`src/rtl/vfx_pkg.sv`:
```
// Package for the varint frame encoder: constants, item types and the byte-list record.
package vfx_pkg;

  localparam int MAX_LENGTH_GROUPS = 4;
  localparam int GROUP_BITS        = 7;
  localparam int KEY_BYTES         = 8;
  localparam int KEY_POS_W         = $clog2(KEY_BYTES);
  localparam int LEN_W             = 28;
  localparam int MAX_RESULTS       = MAX_LENGTH_GROUPS + 2;
  localparam int CNT_W             = $clog2(MAX_RESULTS + 1);
  localparam int CAP_BITS          = GROUP_BITS * MAX_LENGTH_GROUPS;

  localparam logic [6:0] GROUP_MASK = 7'h7F;
  localparam logic       CONT_BIT   = 1'b1;

  // Largest length that the length groups can encode, clipped to the field width.
  localparam logic [LEN_W-1:0] LEN_CAP =
    (CAP_BITS >= LEN_W) ? {LEN_W{1'b1}} : LEN_W'((64'd1 << CAP_BITS) - 64'd1);

  localparam logic FUNC_START   = 1'b0;
  localparam logic FUNC_PAYLOAD = 1'b1;

  typedef struct packed {
    logic             func;
    logic [7:0]       header_code;
    logic [LEN_W-1:0] message_length;
    logic [7:0]       data_byte;
  } in_item_t;

  typedef struct packed {
    logic [7:0] out_byte;
    logic       run_last;
    logic       frame_end;
  } out_item_t;

  // All bytes that one input item causes, oldest in slot 0.
  typedef struct packed {
    logic [MAX_RESULTS-1:0][7:0] bytes;
    logic [CNT_W-1:0]            cnt;
    logic                        frame_end;
  } byte_job_t;

endpackage

```
`src/rtl/varint_frame_encoder_xor_obfuscate_top.sv`:
```
// Top level of the varint frame encoder with XOR payload obfuscation.
// A start item yields the header byte, a checksum byte and one to four 7-bit
// little-endian length bytes; a payload item yields one byte XORed with the
// rolling key byte, or nothing when the frame has no bytes left. Every
// accepted item is decoded combinationally into a registered list of its bytes,
// and an output register then hands those bytes out one byte per cycle while
// out_ready is high. Payload items therefore stream at one item per cycle while
// out_ready is high; a start item occupies the output until all of its three
// to six bytes are taken, and the decode register lets the next item be taken
// while that runs. Results pass the decode and then the output register. There
// is a combinational path from out_ready to in_ready through the single buffered
// stage, so a full decode register frees up in the same cycle that the output
// accepts the last byte of its current item.
module varint_frame_encoder_xor_obfuscate_top (
  input  logic               clk,
  input  logic               rst,
  input  logic               cfg_wr_en,
  input  logic [63:0]        cfg_wr_data,
  input  logic               in_valid,
  output logic               in_ready,
  input  vfx_pkg::in_item_t  in_data,
  output logic               out_valid,
  input  logic               out_ready,
  output vfx_pkg::out_item_t out_data
);
  import vfx_pkg::*;

  // Byte list handed from the decoder to the output stage.
  logic      job_valid;
  logic      take;
  byte_job_t job;

  // The decoder keeps the frame counters and the key; it updates the counters
  // at the moment an item is accepted so item order is preserved exactly.
  vfx_prep u_prep (
    .clk         (clk),
    .rst         (rst),
    .cfg_wr_en   (cfg_wr_en),
    .cfg_wr_data (cfg_wr_data),
    .in_valid    (in_valid),
    .in_ready    (in_ready),
    .in_data     (in_data),
    .take        (take),
    .job_valid   (job_valid),
    .job         (job)
  );

  // The output stage shifts the held list out, flagging the last byte of
  // each item and the final byte of the frame.
  vfx_emit u_emit (
    .clk       (clk),
    .rst       (rst),
    .job_valid (job_valid),
    .job       (job),
    .take      (take),
    .out_valid (out_valid),
    .out_ready (out_ready),
    .out_data  (out_data)
  );

endmodule

```
`src/rtl/vfx_prep.sv`:
```
// Item decoder: frame state, key register, and the registered byte list of each item.
module vfx_prep (
  input  logic               clk,
  input  logic               rst,
  input  logic               cfg_wr_en,
  input  logic [63:0]        cfg_wr_data,
  input  logic               in_valid,
  output logic               in_ready,
  input  vfx_pkg::in_item_t  in_data,
  input  logic               take,
  output logic               job_valid,
  output vfx_pkg::byte_job_t job
);
  import vfx_pkg::*;

  logic [63:0]          obfuscation_key;
  logic [LEN_W-1:0]     bytes_remaining;
  logic [KEY_POS_W-1:0] key_position;

  logic [LEN_W-1:0]     len_sat;
  logic [63:0]          len_ext;
  logic [CNT_W-1:0]     ng;
  logic [7:0]           check;
  logic [7:0]           grp;
  logic [7:0]           key_byte;
  logic                 produce;
  logic                 accept;
  byte_job_t            job_next;

  assign accept   = in_valid && in_ready;
  assign in_ready = !job_valid || take;
  assign produce  = (in_data.func == FUNC_START) || (bytes_remaining != '0);
  assign key_byte = obfuscation_key[8*key_position +: 8];

  always_comb begin
    len_sat = (in_data.message_length > LEN_CAP) ? LEN_CAP : in_data.message_length;
    len_ext = 64'(len_sat);
    ng      = CNT_W'(1);
    for (int i = 1; i < MAX_LENGTH_GROUPS; i++) begin
      if ((len_ext >> (GROUP_BITS * i)) != 64'd0) ng = CNT_W'(i + 1);
    end
    job_next = '0;
    check    = in_data.header_code;
    grp      = '0;
    if (in_data.func == FUNC_START) begin
      job_next.bytes[0] = in_data.header_code;
      for (int i = 0; i < MAX_LENGTH_GROUPS; i++) begin
        if (CNT_W'(i) < ng) begin
          grp = {(CNT_W'(i + 1) < ng) ? CONT_BIT : 1'b0,
                 7'(len_ext >> (GROUP_BITS * i)) & GROUP_MASK};
        end else begin
          grp = '0;
        end
        check = check ^ grp;
        job_next.bytes[i + 2] = grp;
      end
      job_next.bytes[1]  = check;
      job_next.cnt       = ng + CNT_W'(2);
      job_next.frame_end = (len_sat == '0);
    end else begin
      job_next.bytes[0]  = in_data.data_byte ^ key_byte;
      job_next.cnt       = CNT_W'(1);
      job_next.frame_end = (bytes_remaining == LEN_W'(1));
    end
  end

  always_ff @(posedge clk) begin
    if (rst) begin
      obfuscation_key <= '0;
      bytes_remaining <= '0;
      key_position    <= '0;
      job_valid       <= 1'b0;
    end else begin
      if (cfg_wr_en) obfuscation_key <= cfg_wr_data;
      if (accept) begin
        job_valid <= produce;
        if (in_data.func == FUNC_START) begin
          bytes_remaining <= len_sat;
          key_position    <= '0;
        end else if (bytes_remaining != '0) begin
          bytes_remaining <= bytes_remaining - LEN_W'(1);
          key_position    <= key_position + KEY_POS_W'(1);
        end
      end else if (take) begin
        job_valid <= 1'b0;
      end
    end
  end

  always_ff @(posedge clk) begin
    if (accept) job <= job_next;
  end

endmodule

```
`src/rtl/vfx_emit.sv`:
```
// Output stage: holds one byte list and hands its bytes out one byte per cycle while out_ready is high.
module vfx_emit (
  input  logic               clk,
  input  logic               rst,
  input  logic               job_valid,
  input  vfx_pkg::byte_job_t job,
  output logic               take,
  output logic               out_valid,
  input  logic               out_ready,
  output vfx_pkg::out_item_t out_data
);
  import vfx_pkg::*;

  byte_job_t cur;
  logic      last;
  logic      load_ok;

  assign last      = (cur.cnt == CNT_W'(1));
  assign load_ok   = !out_valid || (out_ready && last);
  assign take      = job_valid && load_ok;

  assign out_data.out_byte  = cur.bytes[0];
  assign out_data.run_last  = last;
  assign out_data.frame_end = last && cur.frame_end;

  always_ff @(posedge clk) begin
    if (rst) begin
      out_valid <= 1'b0;
    end else if (take) begin
      out_valid <= 1'b1;
    end else if (out_ready && last) begin
      out_valid <= 1'b0;
    end
  end

  always_ff @(posedge clk) begin
    if (take) begin
      cur <= job;
    end else if (out_valid && out_ready) begin
      for (int i = 0; i < MAX_RESULTS - 1; i++) cur.bytes[i] <= cur.bytes[i + 1];
      cur.bytes[MAX_RESULTS-1] <= '0;
      cur.cnt                  <= cur.cnt - CNT_W'(1);
    end
  end

endmodule

```
`config.mk`:
```
export PLATFORM = sky130hd
export DESIGN_NAME = varint_frame_encoder_xor_obfuscate_top
export DESIGN_NICKNAME = d
export VERILOG_FILES = /design/src/rtl/vfx_pkg.sv /design/src/rtl/varint_frame_encoder_xor_obfuscate_top.sv /design/src/rtl/vfx_prep.sv /design/src/rtl/vfx_emit.sv
export SDC_FILE = /design/constraint.sdc
export NUM_CORES = 1
export LEC_CHECK = 0
export ABC_CLOCK_PERIOD_IN_PS = 4400
export BUFFER_PORTS_ARGS = -buffer_cell sky130_fd_sc_hd__buf_2
export CORE_MARGIN = 2
export CORE_UTILIZATION = 58
export CTS_BUF_LIST = sky130_fd_sc_hd__clkbuf_16
export DETAILED_ROUTE_END_ITERATION = 6
export PLACE_DENSITY = 0.8
export SETUP_SLACK_MARGIN = 0.2
export SLEW_MARGIN = 20
export SYNTH_ARGS = -nofsm -noshare
export SYNTH_HDL_FRONTEND = slang
export SYNTH_SLANG_ARGS = --single-unit
export TNS_END_PERCENT = 1
```
`constraint.sdc`:
```
create_clock -name clk -period 4.4 [get_ports clk]
set_clock_uncertainty 0.2 [all_clocks]
set_input_delay 0.88 -clock clk [delete_from_list [all_inputs] [get_ports clk]]
set_output_delay 0.88 -clock clk [all_outputs]
set_load 0.05 [all_outputs]
```
After elaboration in Yosys (flattened, before gate mapping)
Index checks and enable logic that the tools add are counted.

operators by class
  reduce and logical (&&, ||, !) cells = 19
  shift operators = 1
  magnitude comparators = 6
  eq/ne operators = 3
  multiplexer cells = 27
  bitwise gates (word level) = 6
  $add $sub $neg = 4

operators by type and width
  operator                 count
  $reduce_bool A64 Y1      3
  $mux W51                 2
  $mux W28                 3
  $mux W8                  8
  $shiftx A64 B7 Y8        1
  $xor A8 B8 Y8            5
  $eq A28 B1 Y1 const B    1
  $gt A28 B28 Y1 const B   1
  $logic_not A28 Y1        1
  $reduce_bool A28 Y1      1
  $sub A28 B1 Y28 const B  1
  $mux W12                 1
  $mux W3                  4
  $mux W1                  8
  $lt A1 B3 Y1 const A     2
  $lt A2 B3 Y1 const A     2
  $reduce_bool A2 Y1       3
  $logic_and A1 B1 Y1      5
  $add A3 B1 Y3 const B    1
  $add A3 B2 Y3 const B    1
  $eq A3 B1 Y1 const B     1
  $logic_or A1 B1 Y1       3
  $lt A3 B3 Y1 const A     1
  $sub A3 B1 Y3 const B    1
  other kinds (5)          6

storage, ports and cells
  register bits = 201
  input port bits = 114
  output and inout bits = 12

Depth between registers and ports, before layout
Gate-level depths: netlist of the first run.

  depth after elaboration = 14
  gate-level depth with buffers = 11
  gate-level depth less buffers = 9

Hierarchy
From an unflattened synthesis of the first run, not the netlist that was laid out.

unflattened totals
  cells, all modules = 785
  area, all modules = 9399.0 um^2

by module, submodules not included
  module    cells each  sequential area each (um^2)  area each (um^2)  instances
  vfx_prep  654         3483.3                       7050.5            1
  vfx_emit  131         1581.5                       2348.5            1

Worst setup path before layout of the first run
OpenSTA, ideal clock, no wires.

  kind = input to register
  start point = input out_ready
  end point = register u_prep.key_position[2]
  buffers on the path = 1
  required time = 4.130 ns
  cell stages on the path = 8
  path slack = 0.619 ns
  setup time = 0.070 ns
  data arrival time = 3.511 ns
  path through = nand3b_1 -> nand3_1 -> nand2_1 -> inv_1 -> o21ai_1 -> buf_4 -> or3_1 -> a21oi_1

on the way
  longest elaborated chain between the ends = 6

RTL lines
  element                             RTL line                                      RTL
  from (decl)                         varint_frame_encoder_xor_obfuscate_top.sv:23  input logic out_ready,
  $logic_and A1 B1 Y1                 vfx_emit.sv:19                                assign load_ok = !out_valid || (out_ready && last);
  $logic_or A1 B1 Y1                  vfx_emit.sv:19
  $logic_and A1 B1 Y1                 vfx_emit.sv:20                                assign take = job_valid && load_ok;
  $logic_or A1 B1 Y1                  vfx_prep.sv:31                                assign in_ready = !job_valid || take;
  named net in_ready                  varint_frame_encoder_xor_obfuscate_top.sv:20  output logic in_ready,
  $logic_and A1 B1 Y1                 vfx_prep.sv:30                                assign accept = in_valid && in_ready;
  named net u_prep.accept             vfx_prep.sv:27                                logic accept;
  $reduce_and A2 Y1 (no source line)  -
  to (signal assigned)                vfx_prep.sv:82                                key_position <= key_position + KEY_POS_W'(1);
  to (decl)                           vfx_prep.sv:18                                logic [KEY_POS_W-1:0] key_position;

The timed path passes the listed nets, and every way through them passes these cells.
A chain may end at the register's enable or synchronous reset.

Final worst setup path of the first run
  start point = register u_prep.bytes_remaining[0]
  end point = register u_prep.bytes_remaining[13]

on the way
  longest elaborated chain between the ends = 3
  elaborated cells on any way between the ends = 6
  those cells by class = 1 x add/sub; 1 x eq/ne; 2 x mux; 2 x reduce/logical

RTL lines
  element                                                        RTL line                        RTL
  from (decl)                                                    vfx_prep.sv:17                  logic [LEN_W-1:0] bytes_remaining;
  from (signal assigned)                                         vfx_prep.sv:78                  bytes_remaining <= len_sat;
  from (signal assigned)                                         vfx_prep.sv:81                  bytes_remaining <= bytes_remaining - LEN_W'(1);
  $sub A28 B1 Y28 / $reduce_bool A28 Y1 (equally long branches)  vfx_prep.sv:81, vfx_prep.sv:80
  $mux W28 / $ne A2 B1 Y1 (equally long branches)                -
  $mux W28 / $reduce_and A2 Y1 (equally long branches)           -

Several ways; a longest one is shown, not always the timed one. The select of a mux whose other input is x is not followed.

==> results.md, run 1 <==
- Asr flop ratio synth: 0%
- Post-CTS Resized: 0
- Core Area: 0.0157 mm²
- WL/cell: 19.1 µm
- Main combinational cell family by area after synthesis: multiplexers
- Critical path data required time: 4620 ps
- Syn. warnings: 0
- Simple-gate share of the synthesized area: 12.3%
- Max-slew violation count: 0
- Final worst slack: 1500 ps
- First-pass DRT Iterations: 7
- Arrival @ worst endpoint: 3120 ps
- Hold path start: u_prep.job[0]
- Clock period minus worst slack: 2900 ps
- Register-to-Register Path Depth: 8
- CP Class: register to register
- Cell area power density: 442 mW/mm²
- Final Non-Filler Cells: 1,125
- First-pass GRT wire length: 33,200 µm
- Hold Path Class: register to register
- Die area: 0.0169 mm²
- Worst-Margin Slew: 1050 ps
- Post-synthesis compound-gate area fraction: 7.28%
- Critical path buffers and inverters: 2
- Clock latency on the worst-skew pair: 490 ps
- RSZ-0062 raised after global routing: false
- Max Used Layer: met4
- Final Cell Area: 0.0106 mm²
- Outcome: finished, final reports clean
- TritonCTS sink count: 201
- Nets@finish: 1,012
- DRT antenna net count: 0
- All-layer global routing usage: 25.5%
- Die Ht: 130 µm
- Initial DRC Count: 720
- Layout cells sized above 1: 26.2%
- GP Congestion: 0.909
- GR Overflow Total: 0
- Synthesis-to-layout area growth: 15.5%
- CTS Buffer Depth: 3
- Sequential area share after synthesis: 55.0%
- Number of synthesized flops with an enable pin: 104
- Crit-path cells: inv_1 -> ha_1 -> nor4b_1 -> buf_4 -> nand4b_1 -> o21a_1 -> o21ai_0 -> a21oi_1
- Slew headroom: 30.2%
- Critical path launch point type: register
- # H-tree levels: 1
- Commonest non-fill, non-tap cell in the layout: buf_2
- Multi-input logic area: 0.00384 mm²
- TritonCTS Buffers: 21
- Number of I/O pins: 126
- Reg2reg end: u_prep.bytes_remaining[13]
- Post-synthesis cell area: 0.00921 mm²
- Worst Hold Depth: 0
- Detailed-route DRC error count: 0
- # setup viols final: 0
- Max_cap viols: 0
- Pre-CTS setup slack: 1260 ps
- #FFs+latches synth: 201
- Max VDD drop: 0.000292 V
- CTS tree: done
- Largest net degree at the start of global routing: 65
- Reg area: 0.00506 mm²
- R2R setup slack: 1500 ps
- Clk root buf: clkbuf_16
- Met2 routed WL: 10,600 µm
- Post-DP Area: 0.00995 mm²
- Vias in the first global route: 6,264
- Port bufs: 125
- Via density: 5.80
- Max FO, Critical Path: 29
- Via count: 6,523
- Leading cell types in the layout, fill and taps excluded: buf_2 (124), edfxtp_1 (104), dfxtp_1 (97), nor2_1 (94), mux2i_1 (72)
- Row count: 46
- CP max-delay cell: o21a_1
- Post-DP HPWL: 14,700 µm
- Avg Inst Size Synth: 11.7 µm²
- Met3 WL: 1350 µm
- Post-route setup TNS: 0 ps
- Leak: 0.00416 µW
- Syn Nets: 907
- Total Wirelength: 21,500 µm
- Clock Pin Slew Worst Setup and Hold Paths: 60 ps
- Main synth FF type: edfxtp_1
- Inst Count DP: 1,086
- Final Hold Viols: 0
- Initial Util: 58.6%
- Mux cell area share after synthesis: 17.7%
- Top Family by Delay on Critical Path: compound AO/OA/AOI/OAI gates
- Post-CTS Setup Inserts: 0
- Distinct cells, synth: 49
- WHS Endpoint: u_emit.cur[0]
- Die width: 130 µm
- Max incr delay on CP: 830 ps
- Post-Synth XOR/XNOR Area: 3.71%
- M1 WL: 8840 µm
- Final worst path period share: 66.0%
- Nature of the critical path endpoint: register
- Post-Syn Instances: 788
- Filler instances: 1,159
- Max Freq: 344 MHz
- Post-CTS Hold Fix Bufs: 0
- Antenna violations before repair: 2
- FF-to-FF Start: u_prep.bytes_remaining[0]
- Adder-cell share of the synthesized area: 0.679%
-- power breakdown --
group	leakage (µW)	switching, µW	internal [µW]
Clock	0.000332	718	1040
Sequential	0.00182	71.9	2140
Combinational	0.00201	418	304
Total	0.00416	1210	3490
-- synthesized netlist by cell type (3+ instances only) --
library cell / instances / area share, %
a21oi_1: 38 / 2.1
a31oi_1: 3 / 0.20
and2_1: 4 / 0.27
and3_1: 9 / 0.61
buf_1: 8 / 0.33
buf_2: 4 / 0.22
buf_4: 10 / 0.82
clkbuf_1: 34 / 1.4
dfxtp_1: 97 / 21
edfxtp_1: 104 / 34
ha_1: 5 / 0.68
inv_1: 11 / 0.45
mux2_2: 49 / 6.0
mux2i_1: 72 / 7.8
mux4_2: 16 / 3.9
nand2_1: 15 / 0.61
nand2b_1: 7 / 0.48
nand3_1: 5 / 0.27
nand3b_1: 4 / 0.33
nor2_1: 94 / 3.8
nor2b_1: 29 / 2.0
nor3_1: 15 / 0.82
nor4_1: 11 / 0.75
nor4b_1: 3 / 0.29
o21a_1: 4 / 0.33
o21ai_0: 45 / 2.4
o31a_1: 8 / 0.76
o32ai_1: 4 / 0.38
or2_2: 4 / 0.27
or3_1: 6 / 0.41
or4_1: 9 / 0.73
xnor2_1: 31 / 2.9
xor2_1: 8 / 0.76
-- worst max-delay path by stage --
stage                              start                    endpoint  depth (start not counted)  slack (ps)
2_1_floorplan                  out_ready      u_prep.key_position[2]                          8         620
3_3_place_gp                   out_ready              u_emit.cur[27]                          6        1350
3_5_place_dp                   out_ready  u_prep.bytes_remaining[26]                         10        1260
4_1_cts        u_prep.bytes_remaining[0]  u_prep.bytes_remaining[11]                          8        1520
5_1_grt        u_prep.bytes_remaining[0]  u_prep.bytes_remaining[13]                          8        1290
6_report       u_prep.bytes_remaining[0]  u_prep.bytes_remaining[13]                          8        1500
-- worst register-to-register path, cell delays in order, from the launching register on --
cell      delay [ps]
dfxtp_1          420
inv_1             90
ha_1             270
nor4b_1          170
buf_4            160
nand4b_1         260
o21a_1           830
o21ai_0          250
a21oi_1          190
-- cells by family (layout without fill, tap and decap cells) --
kind of cell,after synthesis,after routing
buf+inv,69,188
other cells,1,3
xor+xnor,39,39
compound gates,114,114
mux,137,137
flops,201,201
fa+ha+maj,5,5
simple gates,222,222
-- state kept, by name, summed over array words and instances (netlist names) --
register	flops
u_emit.cur	44
u_emit.out_data	8
u_emit.out_valid	1
u_prep.bytes_remaining	28
u_prep.job	52
u_prep.job_valid	1
u_prep.key_position	3
u_prep.obfuscation_key	64
-- routing by layer --
layer,vias to the layer above,track usage [%]
met5,-,0
met4,0,8.41
met3,50,3.36
met2,274,42.7
met1,3126,34.5
li1,3073,-
-- through the flow --
step,util (%),power (µW),hold slack [ps]
finish,67.7,4700,232
global route,67.7,4850,248
CTS,67.6,4700,233
detailed placement,63.4,2960,212
global placement,63.4,2940,225
floorplan,-,2750,200
-- layout make-up --
class,count,area share (%)
Sequential cell,201,47.6
Antenna cell,2,0.0471
Timing Repair Buffer,139,6.90
Clock buffer,21,4.94
Inverter,12,0.424
Clock inverter,16,1.39
Multi-Input combinational cell,518,36.1
Tap cell,216,2.54
No activity file was read; power rests on OpenSTA's default activity.
==> run 2: changes to the inputs <==
--- a/config.mk
+++ b/config.mk
@@ -5,13 +5,14 @@
 export SDC_FILE = /design/constraint.sdc
 export NUM_CORES = 1
 export LEC_CHECK = 0
-export ABC_CLOCK_PERIOD_IN_PS = 4400
+export ABC_AREA = 1
+export ABC_CLOCK_PERIOD_IN_PS = 2600
 export BUFFER_PORTS_ARGS = -buffer_cell sky130_fd_sc_hd__buf_2
 export CORE_MARGIN = 2
-export CORE_UTILIZATION = 58
+export CORE_UTILIZATION = 52
 export CTS_BUF_LIST = sky130_fd_sc_hd__clkbuf_16
 export DETAILED_ROUTE_END_ITERATION = 6
-export PLACE_DENSITY = 0.8
+export PLACE_DENSITY = 0.76
 export SETUP_SLACK_MARGIN = 0.2
 export SLEW_MARGIN = 20
 export SYNTH_ARGS = -nofsm -noshare
==> constraint.sdc (replaced) <==
create_clock -name clk -period 2.6 [get_ports clk]
set_clock_uncertainty 0.2 [all_clocks]
set_input_delay 0.52 -clock clk [delete_from_list [all_inputs] [get_ports clk]]
set_output_delay 0.52 -clock clk [all_outputs]
set_load 0.05 [all_outputs]
==> results.md, run 2 <==
- Avg Inst Size Synth: 7.79 µm² (-33%)
- Max Freq: 426 MHz
- Via count: 8,384 (+29%)
- CTS tree: done
- TritonCTS Buffers: 21 (unchanged)
- Filler instances: 1,578 (+36%)
- GR peak layer: met2
- WL/cell: 15.4 µm (-19%)
- Clock Pin Slew Worst Setup and Hold Paths: 60 ps (about the same)
- Cell with the most instances after synthesis: nand2_1
- TritonCTS sink count: 201 (unchanged)
- Post-synthesis cell area: 0.00967 mm² (+5.0%)
- Reg2reg end: u_prep.job[40]
- GP Congestion: 0.919 (+1.1%)
- Row count: 49 (+6.5%)
- Inst Count DP: 1,542 (+42%)
- Max incr delay on CP: 440 ps (-390 ps)
- Critical path launch point type: register
- Critical path data required time: 1880 ps (-2740 ps)
- Main synth FF type: edfxtp_1
- Asr flop ratio synth: 0% (unchanged)
- # H-tree levels: 1 (unchanged)
- M1 GR Usage: 31.9% (-2.6 points)
- Post-synth top area cell: edfxtp_1
- Final core occ: 61.5% (-6.2 points)
- Crit-path cells: ha_4 -> nand3b_1 -> nand2_1 -> inv_2 -> nand2_2 -> buf_8
- Cell area power density: 702 mW/mm² (+59%)
- CTS Buffer Depth: 3 (unchanged)
- Max FO, Critical Path: 3 (-90%)
- Die area: 0.0197 mm² (+17%)
- Post-route setup TNS: 0 ps (unchanged)
- Max VDD drop: 0.000429 V (+47%)
- Hold slack final: 40.9 ps (-191 ps)
- Die width: 140 µm (+8.0%)
- Nature of the critical path endpoint: output pin
- Max FFs per register: 64 (unchanged)
- Layout cells sized above 1: 14.7% (-12 points)
- Worst setup path start: u_emit.cur[1]
- Leading cell types in the layout, fill and taps excluded: nand2_1 (313), nor2_1 (287), buf_2 (123), edfxtp_1 (104)
- Top cells by area, synth: edfxtp_1 (32%), dfxtp_1 (20%), nand2_1 (12%)
- Sequential area share after synthesis: 52.4% (-2.6 points)
- Post-DP HPWL: 17,100 µm (+16%)
- #FFs+latches synth: 201 (unchanged)
- Met3 Usage GRT: 3.18% (-0.18 points)
- GR Overflow Total: 0 (unchanged)
- Antenna violations before repair: 3 (+1)
- Leak: 0.00507 µW (+22%)
- Final worst path period share: 90.4%
- Final Non-Filler Cells: 1,583 (+41%)
- Port bufs: 125 (unchanged)
- Syn Nets: 1,360 (+50%)
- Largest net degree at the start of global routing: 65 (unchanged)
- Critical Path Sink: in_ready
- Clock period minus worst slack: 2350 ps
- Core Area: 0.0181 mm² (+15%)
- CP max-delay cell: edfxtp_1
- Register-to-Register Path Depth: 9 (+1)
- Commonest non-fill, non-tap cell in the layout: nand2_1
- Hold Path Class: input port to register
- CP Class: register to output pin
- R2R setup slack: 330 ps (-1170 ps)
- Final Hold Viols: 0 (unchanged)
- Post-synth top cells: nand2_1 (314), nor2_1 (288), edfxtp_1 (104)
- Worst-Margin Slew: 936 ps (-112 ps)
- # setup viols final: 0 (unchanged)
- RSZ-0062 raised after global routing: true
- Slew headroom: 37.5% (+7.3 points)
- First-pass DRT Iterations: 5 (-2)
- Largest register by flop count: u_prep.obfuscation_key
- Number of I/O pins: 126 (unchanged)
- Top Family by Delay on Critical Path: flip-flops
- Arrival @ worst endpoint: 1630 ps (-1490 ps)
- Via density: 5.30 (-8.7%)
- FF-to-FF Start: u_emit.cur[2]
- DRT antenna net count: 0 (unchanged)
- Number of synthesized flops with an enable pin: 104 (unchanged)
- Clk root buf: clkbuf_16
- Max_cap viols: 0 (unchanged)
- All-layer global routing usage: 24.1% (-1.3 points)
- Initial Util: 53.4% (-5.2 points)
- Initial DRC Count: 823 (+14%)
- Post-Syn Instances: 1,241 (+57%)
- Clock latency on the worst-skew pair: 500 ps (about the same)
- Synthesis-to-layout area growth: 15.1%
- Syn. warnings: 0 (unchanged)
- Share of the synthesized area in the top cell type: 32.3% (-1.6 points)
- Top flop regs: u_prep.obfuscation_key (64), u_prep.job (52), u_emit.cur (44)
- Vias in the first global route: 7,765 (+24%)
- Outcome: finished, final reports clean
- Critical path depth: 6 (-2)
- Grt met2 use: 40.8% (-1.9 points)
- Critical path buffers and inverters: 2 (unchanged)
- First-pass GRT wire length: 38,200 µm (+15%)
- Max-slew violation count: 0 (unchanged)
- Die Ht: 140 µm (+8.0%)
- Total Wirelength: 24,400 µm (+14%)
- Detailed-route DRC error count: 0 (unchanged)
- Nets@finish: 1,457 (+44%)
- Distinct cells, synth: 32 (-35%)
[run 2: cell types whose count changed in the layout (fill, tap and decap cells not counted), moves of 49 or more]
cell     previous run  this run
inv_1              13        77
o21ai_0            45        97
mux2i_1            72         0
nand2_1            15       313
mux2_2             49         0
nor2_1             94       287
[run 2: repair_timing]
action                     in CTS  in global routing
setup buffers                   2                  0
setup endpoints to repair       2                 23
resized for setup               4                  6
hold buffers                    0                  0
pin swaps                       0                  0
[run 2: through the flow]
step	cell area, µm²	setup WS (ps)	total power, µW
after detailed placement	10400	235	4980
after floorplan	9670	36.9	4620
after CTS	11100	197	7830
after global routing	11100	156	8130
after global placement	10400	318	4960
final	11100	251	7800
[run 2: cell type report]
class	count	area (µm²)	area share, %
Clock buffer	21	526	4.72
Tap cell	229	287	2.58
Inverter	87	327	2.94
Multi-Input combinational cell	885	4000	36.0
Clock inverter	15	120	1.08
Antenna cell	3	7.51	0.0675
Sequential cell	201	5060	45.5
Timing Repair Buffer	142	791	7.11
[run 2: logic make-up after synthesis]
kind of cell | Yosys count | synth area share (%)
AOI/OAI and AO/OA | 163 | 8.70
xor gates and xnor gates | 35 | 3.17
adders and majority gates | 5 | 0.647
buffers and inverters | 155 | 6.64
DFF | 201 | 52.4
other | 1 | 0.0388
and+or+nand+nor | 681 | 28.4
[run 2: worst min-delay path by stage]
| stage | start | end | slack (ps) | cells after the start |
|---|---|---|---|---|
| 3_5_place_dp | u_prep.job[0] | u_emit.cur[0] | 250 | 0 |
| 5_1_grt | cfg_wr_data[50] | u_prep.obfuscation_key[50] | 50 | 3 |
| 6_report | cfg_wr_data[54] | u_prep.obfuscation_key[54] | 40 | 3 |
| 3_3_place_gp | u_prep.job[0] | u_emit.cur[0] | 240 | 0 |
| 2_1_floorplan | u_prep.job[0] | u_emit.cur[0] | 200 | 0 |
| 4_1_cts | cfg_wr_data[6] | u_prep.obfuscation_key[6] | 30 | 3 |
[run 2: worst reg2reg max path, stage by stage (launching register included)]
cell and delay [ps]:
edfxtp_1 360, inv_1 120, ha_4 150, nand3b_1 80, nand2_1 100, inv_2 60
nand2_2 100, nand2_1 80, inv_2 120, buf_4 530
[run 2: layer usage]
metal  wire length, µm  vias up
met5                 0        -
met4               965        0
met2             11600      309
met1             10200     3861
li1                  -     4154
met3              1640       60
[run 2: power by group]
group	internal [µW]	total (µW)	switching [µW]
Combinational	396	1180	788
Clock	1660	2860	1200
Sequential	3630	3760	127
